## src/hdl/i2p_pkg.sv

```systemverilog
`default_nettype none
// ----------------------------------------------------------------------------
// i2p_pkg
// Shared sizes, codes and types for the infix to postfix converter.
// ----------------------------------------------------------------------------
package i2p_pkg;

   localparam int STACK_DEPTH = 16;
   localparam int SP_W        = (STACK_DEPTH > 1) ? $clog2(STACK_DEPTH) : 1;
   localparam int CNT_W       = $clog2(STACK_DEPTH + 1);
   localparam int MAX_RESULTS = STACK_DEPTH + 1;
   localparam int RB_IDX_W    = $clog2(MAX_RESULTS);
   localparam int RB_CNT_W    = $clog2(MAX_RESULTS + 1);

   // stack entry codes
   localparam logic [2:0] CODE_ADD    = 3'd0;
   localparam logic [2:0] CODE_SUB    = 3'd1;
   localparam logic [2:0] CODE_MUL    = 3'd2;
   localparam logic [2:0] CODE_DIV    = 3'd3;
   localparam logic [2:0] CODE_LPAREN = 3'd4;
   localparam logic [2:0] CODE_LBRACK = 3'd5;

   // status codes
   localparam logic [1:0] ERR_NONE     = 2'd0;
   localparam logic [1:0] ERR_OVERFLOW = 2'd1;
   localparam logic [1:0] ERR_BRACKET  = 2'd2;
   localparam logic [1:0] ERR_UNKNOWN  = 2'd3;

   // one postfix character from the engine into the result buffer
   typedef struct packed {
      logic       valid;
      logic [7:0] data;
   } emit_type;

   // end of work on one request
   typedef struct packed {
      logic       valid;
      logic [1:0] err;
      logic       last;
   } done_type;

   function automatic logic [7:0] code_char(input logic [2:0] code);
      logic [7:0] c;
      case (code)
         CODE_ADD:    c = 8'h2B;
         CODE_SUB:    c = 8'h2D;
         CODE_MUL:    c = 8'h2A;
         CODE_DIV:    c = 8'h2F;
         CODE_LPAREN: c = 8'h28;
         CODE_LBRACK: c = 8'h5B;
         default:     c = 8'h00;
      endcase
      return c;
   endfunction

   function automatic logic [2:0] prio(input logic [2:0] code);
      logic [2:0] p;
      case (code)
         CODE_ADD, CODE_SUB: p = 3'd4;
         CODE_MUL, CODE_DIV: p = 3'd5;
         default:            p = 3'd3;
      endcase
      return p;
   endfunction

   function automatic logic [1:0] first_err(input logic [1:0] cur, input logic [1:0] e);
      return (cur == ERR_NONE) ? e : cur;
   endfunction

endpackage
`default_nettype wire

```

## src/hdl/i2p_if.sv

```systemverilog
`default_nettype none
// ----------------------------------------------------------------------------
// i2p_req_if / i2p_rsp_if
// Valid/ready channels for infix characters in and postfix results out.
// ----------------------------------------------------------------------------
interface i2p_req_if;
   logic       valid;
   logic       ready;
   logic [7:0] in_char;
   logic       in_last;

   modport source (output valid, output in_char, output in_last, input ready);
   modport sink   (input valid, input in_char, input in_last, output ready);
endinterface

interface i2p_rsp_if;
   logic       valid;
   logic       ready;
   logic [7:0] out_char;
   logic       out_valid;
   logic       out_last;
   logic       out_expr_end;
   logic [1:0] out_error;

   modport source (output valid, output out_char, output out_valid, output out_last,
                   output out_expr_end, output out_error, input ready);
   modport sink   (input valid, input out_char, input out_valid, input out_last,
                   input out_expr_end, input out_error, output ready);
endinterface
`default_nettype wire

```

## src/hdl/i2p_engine.sv

```systemverilog
`default_nettype none
// ----------------------------------------------------------------------------
// i2p_engine
// Shunting-yard engine: operator stack in a synchronous RAM, one stack entry
// examined per cycle, postfix characters handed out as they are popped.
// ----------------------------------------------------------------------------
module i2p_engine (
   input  wire logic               clock,
   input  wire logic               reset,
   input  wire logic               free,
   input  wire logic               req_valid,
   output logic                    req_ready,
   input  wire logic [7:0]         req_char,
   input  wire logic               req_last,
   output i2p_pkg::emit_type       emit,
   output i2p_pkg::done_type       done
);

   localparam logic [1:0] S_IDLE  = 2'd0;
   localparam logic [1:0] S_OPER  = 2'd1;
   localparam logic [1:0] S_CLOSE = 2'd2;
   localparam logic [1:0] S_FLUSH = 2'd3;

   localparam logic [7:0] CH_PLUS   = 8'h2B;
   localparam logic [7:0] CH_MINUS  = 8'h2D;
   localparam logic [7:0] CH_STAR   = 8'h2A;
   localparam logic [7:0] CH_SLASH  = 8'h2F;
   localparam logic [7:0] CH_LPAREN = 8'h28;
   localparam logic [7:0] CH_RPAREN = 8'h29;
   localparam logic [7:0] CH_LBRACK = 8'h5B;
   localparam logic [7:0] CH_RBRACK = 8'h5D;
   localparam logic [7:0] CH_LO_A   = 8'h61;
   localparam logic [7:0] CH_LO_Z   = 8'h7A;
   localparam logic [7:0] CH_UP_A   = 8'h41;
   localparam logic [7:0] CH_UP_Z   = 8'h5A;

   localparam logic [i2p_pkg::CNT_W-1:0] CNT_ONE  = i2p_pkg::CNT_W'(1);
   localparam logic [i2p_pkg::CNT_W-1:0] CNT_FULL = i2p_pkg::CNT_W'(i2p_pkg::STACK_DEPTH);

   logic [2:0]                 stack_mem [i2p_pkg::STACK_DEPTH];

   logic [1:0]                 state_ff, state_in;
   logic [i2p_pkg::CNT_W-1:0]  cnt_ff, cnt_in;
   logic [2:0]                 op_ff, op_in;
   logic                       last_ff, last_in;
   logic [1:0]                 err_ff, err_in;
   logic [2:0]                 top_ff;

   logic                       accept;
   logic                       char_done;
   logic                       wr_en;
   logic [2:0]                 wr_data;
   logic [i2p_pkg::SP_W-1:0]   wr_addr;
   logic [i2p_pkg::CNT_W-1:0]  rd_ptr;
   logic [i2p_pkg::SP_W-1:0]   rd_addr;
   logic                       is_letter;
   logic                       pop_ok;

   assign req_ready = (state_ff == S_IDLE) && free;
   assign accept    = req_valid && req_ready;
   assign is_letter = ((req_char >= CH_LO_A) && (req_char <= CH_LO_Z)) ||
                      ((req_char >= CH_UP_A) && (req_char <= CH_UP_Z));
   assign pop_ok    = (cnt_ff != '0) && (top_ff < i2p_pkg::CODE_LPAREN) &&
                      (i2p_pkg::prio(top_ff) >= i2p_pkg::prio(op_ff));

   always_comb begin
      state_in   = state_ff;
      cnt_in     = cnt_ff;
      op_in      = op_ff;
      last_in    = last_ff;
      err_in     = err_ff;
      wr_en      = 1'b0;
      wr_data    = op_ff;
      emit.valid = 1'b0;
      emit.data  = i2p_pkg::code_char(top_ff);
      char_done  = 1'b0;
      done.valid = 1'b0;

      case (state_ff)
         S_IDLE: begin
            if (accept) begin
               last_in = req_last;
               err_in  = i2p_pkg::ERR_NONE;
               if (is_letter) begin
                  emit.valid = 1'b1;
                  emit.data  = req_char;
                  char_done  = 1'b1;
               end else begin
                  case (req_char)
                     CH_PLUS: begin
                        op_in    = i2p_pkg::CODE_ADD;
                        state_in = S_OPER;
                     end
                     CH_MINUS: begin
                        op_in    = i2p_pkg::CODE_SUB;
                        state_in = S_OPER;
                     end
                     CH_STAR: begin
                        op_in    = i2p_pkg::CODE_MUL;
                        state_in = S_OPER;
                     end
                     CH_SLASH: begin
                        op_in    = i2p_pkg::CODE_DIV;
                        state_in = S_OPER;
                     end
                     CH_LPAREN, CH_LBRACK: begin
                        wr_data   = (req_char == CH_LPAREN) ? i2p_pkg::CODE_LPAREN
                                                            : i2p_pkg::CODE_LBRACK;
                        char_done = 1'b1;
                        if (cnt_ff < CNT_FULL) begin
                           wr_en  = 1'b1;
                           cnt_in = cnt_ff + CNT_ONE;
                        end else begin
                           err_in = i2p_pkg::ERR_OVERFLOW;
                        end
                     end
                     CH_RPAREN: begin
                        op_in    = i2p_pkg::CODE_LPAREN;
                        state_in = S_CLOSE;
                     end
                     CH_RBRACK: begin
                        op_in    = i2p_pkg::CODE_LBRACK;
                        state_in = S_CLOSE;
                     end
                     default: begin
                        err_in    = i2p_pkg::ERR_UNKNOWN;
                        char_done = 1'b1;
                     end
                  endcase
               end
            end
         end
         S_OPER: begin
            if (pop_ok) begin
               emit.valid = 1'b1;
               cnt_in     = cnt_ff - CNT_ONE;
            end else begin
               char_done = 1'b1;
               if (cnt_ff < CNT_FULL) begin
                  wr_en  = 1'b1;
                  cnt_in = cnt_ff + CNT_ONE;
               end else begin
                  err_in = i2p_pkg::first_err(err_ff, i2p_pkg::ERR_OVERFLOW);
               end
            end
         end
         S_CLOSE: begin
            if (cnt_ff == '0) begin
               err_in    = i2p_pkg::first_err(err_ff, i2p_pkg::ERR_BRACKET);
               char_done = 1'b1;
            end else if (top_ff >= i2p_pkg::CODE_LPAREN) begin
               char_done = 1'b1;
               if (top_ff == op_ff) begin
                  cnt_in = cnt_ff - CNT_ONE;
               end else begin
                  err_in = i2p_pkg::first_err(err_ff, i2p_pkg::ERR_BRACKET);
               end
            end else begin
               emit.valid = 1'b1;
               cnt_in     = cnt_ff - CNT_ONE;
            end
         end
         S_FLUSH: begin
            if (cnt_ff == '0) begin
               state_in   = S_IDLE;
               done.valid = 1'b1;
            end else begin
               // stray opener is dropped
               if (top_ff >= i2p_pkg::CODE_LPAREN) begin
                  err_in = i2p_pkg::first_err(err_ff, i2p_pkg::ERR_BRACKET);
               end else begin
                  emit.valid = 1'b1;
               end
               cnt_in = cnt_ff - CNT_ONE;
            end
         end
         default: begin
            state_in = S_IDLE;
         end
      endcase

      if (char_done) begin
         if (last_in) begin
            state_in = S_FLUSH;
         end else begin
            state_in   = S_IDLE;
            done.valid = 1'b1;
         end
      end

      done.err  = err_in;
      done.last = last_in;
   end

   // read always targets the top of the stack as it will be next cycle
   assign wr_addr = cnt_ff[i2p_pkg::SP_W-1:0];
   assign rd_ptr  = cnt_in - CNT_ONE;
   assign rd_addr = rd_ptr[i2p_pkg::SP_W-1:0];

   always_ff @(posedge clock) begin
      if (wr_en) begin
         stack_mem[wr_addr] <= wr_data;
      end
      if (wr_en && (wr_addr == rd_addr)) begin
         top_ff <= wr_data;
      end else begin
         top_ff <= stack_mem[rd_addr];
      end
   end

   always_ff @(posedge clock) begin
      if (reset) begin
         state_ff <= S_IDLE;
         cnt_ff   <= '0;
         last_ff  <= 1'b0;
         err_ff   <= i2p_pkg::ERR_NONE;
      end else begin
         state_ff <= state_in;
         cnt_ff   <= cnt_in;
         last_ff  <= last_in;
         err_ff   <= err_in;
      end
   end

   always_ff @(posedge clock) begin
      op_ff <= op_in;
   end

   a_cnt_range : assert property (@(posedge clock) disable iff (reset)
      cnt_ff <= CNT_FULL)
      else $error("stack count beyond depth");

   a_no_push_full : assert property (@(posedge clock) disable iff (reset)
      wr_en |-> (cnt_ff < CNT_FULL))
      else $error("push into full stack");

   a_done_idle : assert property (@(posedge clock) disable iff (reset)
      done.valid |=> (state_ff == S_IDLE))
      else $error("engine not idle after done");

   a_pop_count : assert property (@(posedge clock) disable iff (reset)
      (emit.valid && (state_ff != S_IDLE)) |=> (cnt_ff == $past(cnt_ff) - CNT_ONE))
      else $error("emitted operator without pop");

endmodule
`default_nettype wire

```

## src/hdl/infix_to_postfix_converter.sv

```systemverilog
`default_nettype none
// ----------------------------------------------------------------------------
// infix_to_postfix_converter
// Shunting-yard infix to postfix conversion, one character per request.
// ----------------------------------------------------------------------------
// Steps: the request is taken, then the engine scans its stack (each pop or
//   dropped opener, a step to end an operator or closer scan, a step to see
//   the empty stack on a flush), then each result loads into the output register.
// Throughput: one request at a time, the next taken the cycle after the last
//   result loads.
// Reset: synchronous; stack, result buffer and output register empty; RAMs kept.
module infix_to_postfix_converter (
   input  wire logic     clock,
   input  wire logic     reset,
   i2p_req_if.sink       req_chan,
   i2p_rsp_if.source     rsp_chan
);

   localparam logic [i2p_pkg::RB_CNT_W-1:0] RB_ONE = i2p_pkg::RB_CNT_W'(1);

   // result buffer: characters of the current request, drained after the
   // request's status code is final (an error can turn up after some output)
   logic [7:0]                    rbuf_mem [i2p_pkg::MAX_RESULTS];

   i2p_pkg::emit_type             emit;
   i2p_pkg::done_type             done;

   logic                          drain_ff, drain_in;
   logic [i2p_pkg::RB_CNT_W-1:0]  nres_ff, nres_in;
   logic [i2p_pkg::RB_CNT_W-1:0]  rix_ff, rix_in;
   logic [1:0]                    err_ff, err_in;
   logic                          last_ff, last_in;
   logic [7:0]                    rbuf_rd_ff;

   logic                          rsp_valid_ff, rsp_valid_in;
   logic [7:0]                    out_char_ff;
   logic                          out_valid_ff;
   logic                          out_last_ff;
   logic                          out_expr_end_ff;
   logic [1:0]                    out_error_ff;

   logic                          load;
   logic                          final_res;
   logic                          no_chars;
   logic [i2p_pkg::RB_IDX_W-1:0]  rb_wr_addr;
   logic [i2p_pkg::RB_IDX_W-1:0]  rb_rd_addr;

   i2p_engine u_engine (
      .clock     (clock),
      .reset     (reset),
      .free      (!drain_ff),
      .req_valid (req_chan.valid),
      .req_ready (req_chan.ready),
      .req_char  (req_chan.in_char),
      .req_last  (req_chan.in_last),
      .emit      (emit),
      .done      (done)
   );

   // while draining, the output register loads whenever it is empty or being taken
   assign load      = drain_ff && (!rsp_valid_ff || rsp_chan.ready);
   assign no_chars  = (nres_ff == '0);
   assign final_res = no_chars || ((rix_ff + RB_ONE) == nres_ff);

   always_comb begin
      drain_in     = drain_ff;
      nres_in      = nres_ff;
      rix_in       = rix_ff;
      err_in       = err_ff;
      last_in      = last_ff;
      rsp_valid_in = rsp_valid_ff;

      if (rsp_valid_ff && rsp_chan.ready) begin
         rsp_valid_in = 1'b0;
      end

      if (emit.valid) begin
         nres_in = nres_ff + RB_ONE;
      end

      if (done.valid) begin
         drain_in = 1'b1;
         err_in   = done.err;
         last_in  = done.last;
      end

      if (load) begin
         rsp_valid_in = 1'b1;
         if (final_res) begin
            drain_in = 1'b0;
            nres_in  = '0;
            rix_in   = '0;
         end else begin
            rix_in = rix_ff + RB_ONE;
         end
      end
   end

   assign rb_wr_addr = nres_ff[i2p_pkg::RB_IDX_W-1:0];
   assign rb_rd_addr = rix_in[i2p_pkg::RB_IDX_W-1:0];

   // read-ahead of the next result; forward a same-cycle write
   always_ff @(posedge clock) begin
      if (emit.valid) begin
         rbuf_mem[rb_wr_addr] <= emit.data;
      end
      if (emit.valid && (rb_wr_addr == rb_rd_addr)) begin
         rbuf_rd_ff <= emit.data;
      end else begin
         rbuf_rd_ff <= rbuf_mem[rb_rd_addr];
      end
   end

   always_ff @(posedge clock) begin
      if (reset) begin
         drain_ff     <= 1'b0;
         nres_ff      <= '0;
         rix_ff       <= '0;
         rsp_valid_ff <= 1'b0;
      end else begin
         drain_ff     <= drain_in;
         nres_ff      <= nres_in;
         rix_ff       <= rix_in;
         rsp_valid_ff <= rsp_valid_in;
      end
   end

   always_ff @(posedge clock) begin
      err_ff  <= err_in;
      last_ff <= last_in;
      if (load) begin
         // no characters: one status-only result
         out_char_ff     <= no_chars ? 8'h00 : rbuf_rd_ff;
         out_valid_ff    <= !no_chars;
         out_last_ff     <= final_res;
         out_expr_end_ff <= final_res && last_ff;
         out_error_ff    <= err_ff;
      end
   end

   assign rsp_chan.valid        = rsp_valid_ff;
   assign rsp_chan.out_char     = out_char_ff;
   assign rsp_chan.out_valid    = out_valid_ff;
   assign rsp_chan.out_last     = out_last_ff;
   assign rsp_chan.out_expr_end = out_expr_end_ff;
   assign rsp_chan.out_error    = out_error_ff;

   a_done_when_free : assert property (@(posedge clock) disable iff (reset)
      (done.valid || emit.valid) |-> !drain_ff)
      else $error("engine worked while buffer drains");

   a_buf_room : assert property (@(posedge clock) disable iff (reset)
      emit.valid |-> (nres_ff < i2p_pkg::RB_CNT_W'(i2p_pkg::MAX_RESULTS)))
      else $error("result buffer overrun");

   a_final_ends_drain : assert property (@(posedge clock) disable iff (reset)
      (load && final_res) |=> (!drain_ff && (nres_ff == '0)))
      else $error("drain did not close after last result");

   a_ready_after_drain : assert property (@(posedge clock) disable iff (reset)
      req_chan.ready |-> !drain_ff)
      else $error("request taken during drain");

endmodule
`default_nettype wire

```

## src/flat_wrapper.sv

```systemverilog
// flat-port wrapper written by rule: the top's interface ports become plain ports
module infix_to_postfix_converter_flat 
  (clock, reset, req_chan_valid, req_chan_in_char, req_chan_in_last, req_chan_ready, rsp_chan_valid, rsp_chan_out_char, rsp_chan_out_valid, rsp_chan_out_last, rsp_chan_out_expr_end, rsp_chan_out_error, rsp_chan_ready);
  i2p_req_if req_chan_i ();
  i2p_rsp_if rsp_chan_i ();
  input  wire logic clock;
  input  wire logic reset;
  input wire logic [$bits(req_chan_i.valid)-1:0] req_chan_valid;
  input wire logic [$bits(req_chan_i.in_char)-1:0] req_chan_in_char;
  input wire logic [$bits(req_chan_i.in_last)-1:0] req_chan_in_last;
  output wire logic [$bits(req_chan_i.ready)-1:0] req_chan_ready;
  output wire logic [$bits(rsp_chan_i.valid)-1:0] rsp_chan_valid;
  output wire logic [$bits(rsp_chan_i.out_char)-1:0] rsp_chan_out_char;
  output wire logic [$bits(rsp_chan_i.out_valid)-1:0] rsp_chan_out_valid;
  output wire logic [$bits(rsp_chan_i.out_last)-1:0] rsp_chan_out_last;
  output wire logic [$bits(rsp_chan_i.out_expr_end)-1:0] rsp_chan_out_expr_end;
  output wire logic [$bits(rsp_chan_i.out_error)-1:0] rsp_chan_out_error;
  input wire logic [$bits(rsp_chan_i.ready)-1:0] rsp_chan_ready;
  assign req_chan_i.valid = req_chan_valid;
  assign req_chan_i.in_char = req_chan_in_char;
  assign req_chan_i.in_last = req_chan_in_last;
  assign req_chan_ready = req_chan_i.ready;
  assign rsp_chan_valid = rsp_chan_i.valid;
  assign rsp_chan_out_char = rsp_chan_i.out_char;
  assign rsp_chan_out_valid = rsp_chan_i.out_valid;
  assign rsp_chan_out_last = rsp_chan_i.out_last;
  assign rsp_chan_out_expr_end = rsp_chan_i.out_expr_end;
  assign rsp_chan_out_error = rsp_chan_i.out_error;
  assign rsp_chan_i.ready = rsp_chan_ready;
  infix_to_postfix_converter u_core (.clock(clock), .reset(reset), .req_chan(req_chan_i), .rsp_chan(rsp_chan_i));
endmodule
```

## config.mk

```make
export PLATFORM = sky130hd
export DESIGN_NAME = infix_to_postfix_converter_flat
export DESIGN_NICKNAME = d
export VERILOG_FILES = /design/src/hdl/i2p_pkg.sv /design/src/hdl/i2p_if.sv /design/src/hdl/i2p_engine.sv /design/src/hdl/infix_to_postfix_converter.sv /design/src/flat_wrapper.sv
export SDC_FILE = /design/constraint.sdc
export NUM_CORES = 1
export LEC_CHECK = 0
export BUFFER_PORTS_ARGS = -buffer_cell sky130_fd_sc_hd__buf_2
export CELL_PAD_IN_SITES_DETAIL_PLACEMENT = 0
export CELL_PAD_IN_SITES_GLOBAL_PLACEMENT = 2
export CORE_MARGIN = 2
export CORE_UTILIZATION = 46
export CTS_CLUSTER_SIZE = 28
export DETAILED_ROUTE_END_ITERATION = 7
export PLACE_DENSITY_LB_ADDON = 0.1
export SLEW_MARGIN = 40
export SYNTH_ARGS = -nofsm -noshare
export SYNTH_HDL_FRONTEND = slang
export SYNTH_SLANG_ARGS = --single-unit
```

## constraint.sdc

```tcl
create_clock -name clock -period 4.7 [get_ports clock]
set_clock_uncertainty 0.05 [all_clocks]
set_input_delay 0.47 -clock clock [delete_from_list [all_inputs] [get_ports clock]]
set_output_delay 0.47 -clock clock [all_outputs]
set_load 0.03 [all_outputs]
```

==> reports/summary.txt <==
GP Congestion = 0.800
die height = 153 um
clk sinks = 234
worst hold slack = 0.184 ns
hold depth = 3
CTS Hold Bufs = 0
Root Buffer Master = clkbuf_16
TritonCTS Buffers = 25
count of final setup violators = 0
Finished Layout Cells = 1028
Top FF cell, synth = edfxtp_1
Syn Area/Cell = 15.2 um2
total number of vias = 5808
H-tree depth = 1
first-pass GRT wire length = 35.5 mm
ANT nets after route = 0
status = finished, final reports clean
I/O pin cnt = 28
Total GRT Usage = 19.8%
Slew headroom = 47.1%
later-pin clock latency in the skew report = 0.54 ns
Post-DP HPWL = 15.9 mm
Power Density = 606 nW/um2
fin crit period = 4.24 ns
most frequent cells after synthesis = edfxtp_1 (203), nor2_1 (65), nand2_1 (44)
async set-or-reset flop fraction in the synthesized netlist = 0%
Port-buffer cells = 27
Post-route DRC = 0
nets = 755
share of layout cells above drive strength 1 = 21.7%
area delta synth->final = 13.8%
R2R cell count = 13
CTS clk-pin slew, worst paths = 0.06 ns
post-layout util = 53.2%
DRT iter0 DRCs = 476
Synth top area share = 59.8%
Starting Density = 46.7%
Tcrit/Tclk final = 90.2%
WS Path Type = reg -> reg
Avg Vias per Cell = 5.65
number of global-route vias before repair = 5913
CORE AREA = 21800 um2
Final Hold Vio Count = 0
Slew @ Worst Pin = 0.790 ns
Die X = 153 um
Overall Power = 0.00703 W
crit-path max FO = 12
count of different cell masters after synthesis = 69
first-pass iteration count of the detailed router = 5
Synth area leaders = edfxtp_1 (60%), mux4_2 (8.8%), dfxtp_1 (6.1%)
top-count cell post-synth = edfxtp_1
Placed Cells = 982
Crit. End Element = flip-flop
Post-Syn Instances = 671
maximum clock rate = 0.236 GHz
sequential area share after synthesis = 65.8%
critical path arrival = 4.34 ns
CTS max path bufs = 3
worst hold path startpoint = rsp_chan_ready
largest net degree at the start of global routing = 33
initial antenna violation count = 0
routed len/inst = 22.3 um
peak supply drop = 0.000314 V
Cell Area, Synth = 10200 um2
flop-to-flop setup slack = 0.46 ns
Leak Pwr = 3.88 nW
Hold Path Sink = u_core.rsp_chan.valid$_SDFFE_PP0P_
reg2reg end = u_core.rbuf_mem[11][3]$_DFFE_PP_
Die ar. = 23400 um2
Synth warnings = 0
n_diodes = 0
worst path required time = 4.80 ns
Post-synth EDFFs = 203
# rows = 54
gr ovfl total = 0
flops & latches, synth = 234
Final TNS setup = 0 ns
unrepaired setup endpoints after global routing = no
area leader, netlist = edfxtp_1
Slew Limit Fails = 0
drt total wl = 22.9 mm
CP startpoint kind = flip-flop
CTS tree = built
Worst Hold Class = in -> reg
Max-Cap Viols = 0
[through the flow]
stage                     setup slack, ns  instance area [um2]
final                               0.462                11600
after global routing               0.0189                11600
after CTS                           0.256                11600
after detailed placement            0.287                10800
after global placement              0.459                10800
after floorplan                     0.646                10300
[state kept, by name, indices dropped and copies added (netlist names), named ones only]
signal,count
u_core.u_engine.cnt_ff,5
u_core.rsp_chan.out_char,8
u_core.rsp_chan.valid,1
u_core.rsp_chan.out_expr_end,1
u_core.rix_ff,5
u_core.last_ff,1
u_core.drain_ff,1
u_core.rsp_chan.out_error,2
u_core.rbuf_mem,136
u_core.rsp_chan.out_last,1
u_core.u_engine.stack_mem,48
u_core.nres_ff,5
u_core.u_engine.state_ff,2
u_core.u_engine.err_ff,2
u_core.rsp_chan.out_valid,1
u_core.u_engine.last_ff,1
u_core.err_ff,2
u_core.u_engine.op_ff,3
[area by class of cell]
cell class | instances | area, um2
fillers | 1787 | 10200
flip-flops and latches | 234 | 6720
multi-input cells | 399 | 3340
clock buffers | 29 | 661
well taps | 280 | 350
repair buffers | 49 | 300
clock inverters | 17 | 159
inverters | 20 | 75.1
[what timing repair did]
action,in CTS,in global routing
resized for setup,0,2
buffers inserted,0,0
endpoints found under the setup margin,0,9
[worst max-delay path, cell delays in order, from the launching register on]
cell and delay [ns]:
dfxtp_1 0.69, mux2i_1 0.15, a22oi_1 0.31, nand2_1 0.09, o21ai_0 0.33, nor2_1 0.11, ha_1 0.28, nand2b_1 0.12
a21oi_1 0.09, nor2b_1 0.16, nor2_1 0.07, o22ai_2 0.37, nand2_1 0.32, nor2_1 0.69
[per-layer routing]
layer  wire, um  share of wire [%]  track usage [%]  vias up
li1           -                  -                -     2706
met1       9840                 43             26.2     2931
met2      11600                 51             34.6      135
met3        965                4.2             2.75       36
met4        505                2.2             5.38        0
met5          0                  0                0        -
[worst max path at each step]
stage	cells past startpoint	endpoint
global route	13	u_core.rbuf_mem[11][3]$_DFFE_PP_
floorplan	13	u_core.rbuf_mem[16][0]$_DFFE_PP_
finish	13	u_core.rbuf_mem[11][3]$_DFFE_PP_
global placement	12	u_core.u_engine.stack_mem[1][2]$_DFFE_PP_
detailed placement	12	u_core.u_engine.stack_mem[1][2]$_DFFE_PP_
CTS	12	u_core.u_engine.stack_mem[1][1]$_DFFE_PP_
[kinds of logic (layout without fill, tap and decap cells)]
group	Yosys count	after routing	share of synthesized area, %
buffers and inverters	54	115	2.21
other	1	17	0.0368
adder cells (fa/ha/maj)	13	13	1.59
flip-flops	234	234	65.8
AND/OR/NAND/NOR	198	198	9.80
multiplexers	75	75	13.8
AO/OA/AOI/OAI	81	81	5.43
XOR/XNOR	15	15	1.29
[where the power goes]
part | switching [W] | internal, W
logic | 0.00132 | 0.000753
clock network | 0.000816 | 0.00113
registers | 0.000208 | 0.00281
[cells in the final DEF (no fill, tap or decap), drive strengths merged, types with 4 or more instances in the layout]
cell type,synthesis,final
a21oi,20,20
buf,13,49
clkbuf,21,29
clkinv,0,12
conb,1,17
dfxtp,31,31
edfxtp,203,203
ha,13,13
inv,20,23
mux2,7,7
mux2i,20,20
mux4,48,48
nand2,44,44
nand2b,8,8
nand3,9,9
nor2,65,65
nor2b,16,16
nor3,13,13
nor4,5,5
nor4b,4,4
o211ai,5,5
o21ai,19,19
or2,5,5
xnor2,6,6
xor2,9,9
No activity file was read; power rests on OpenSTA's default activity.
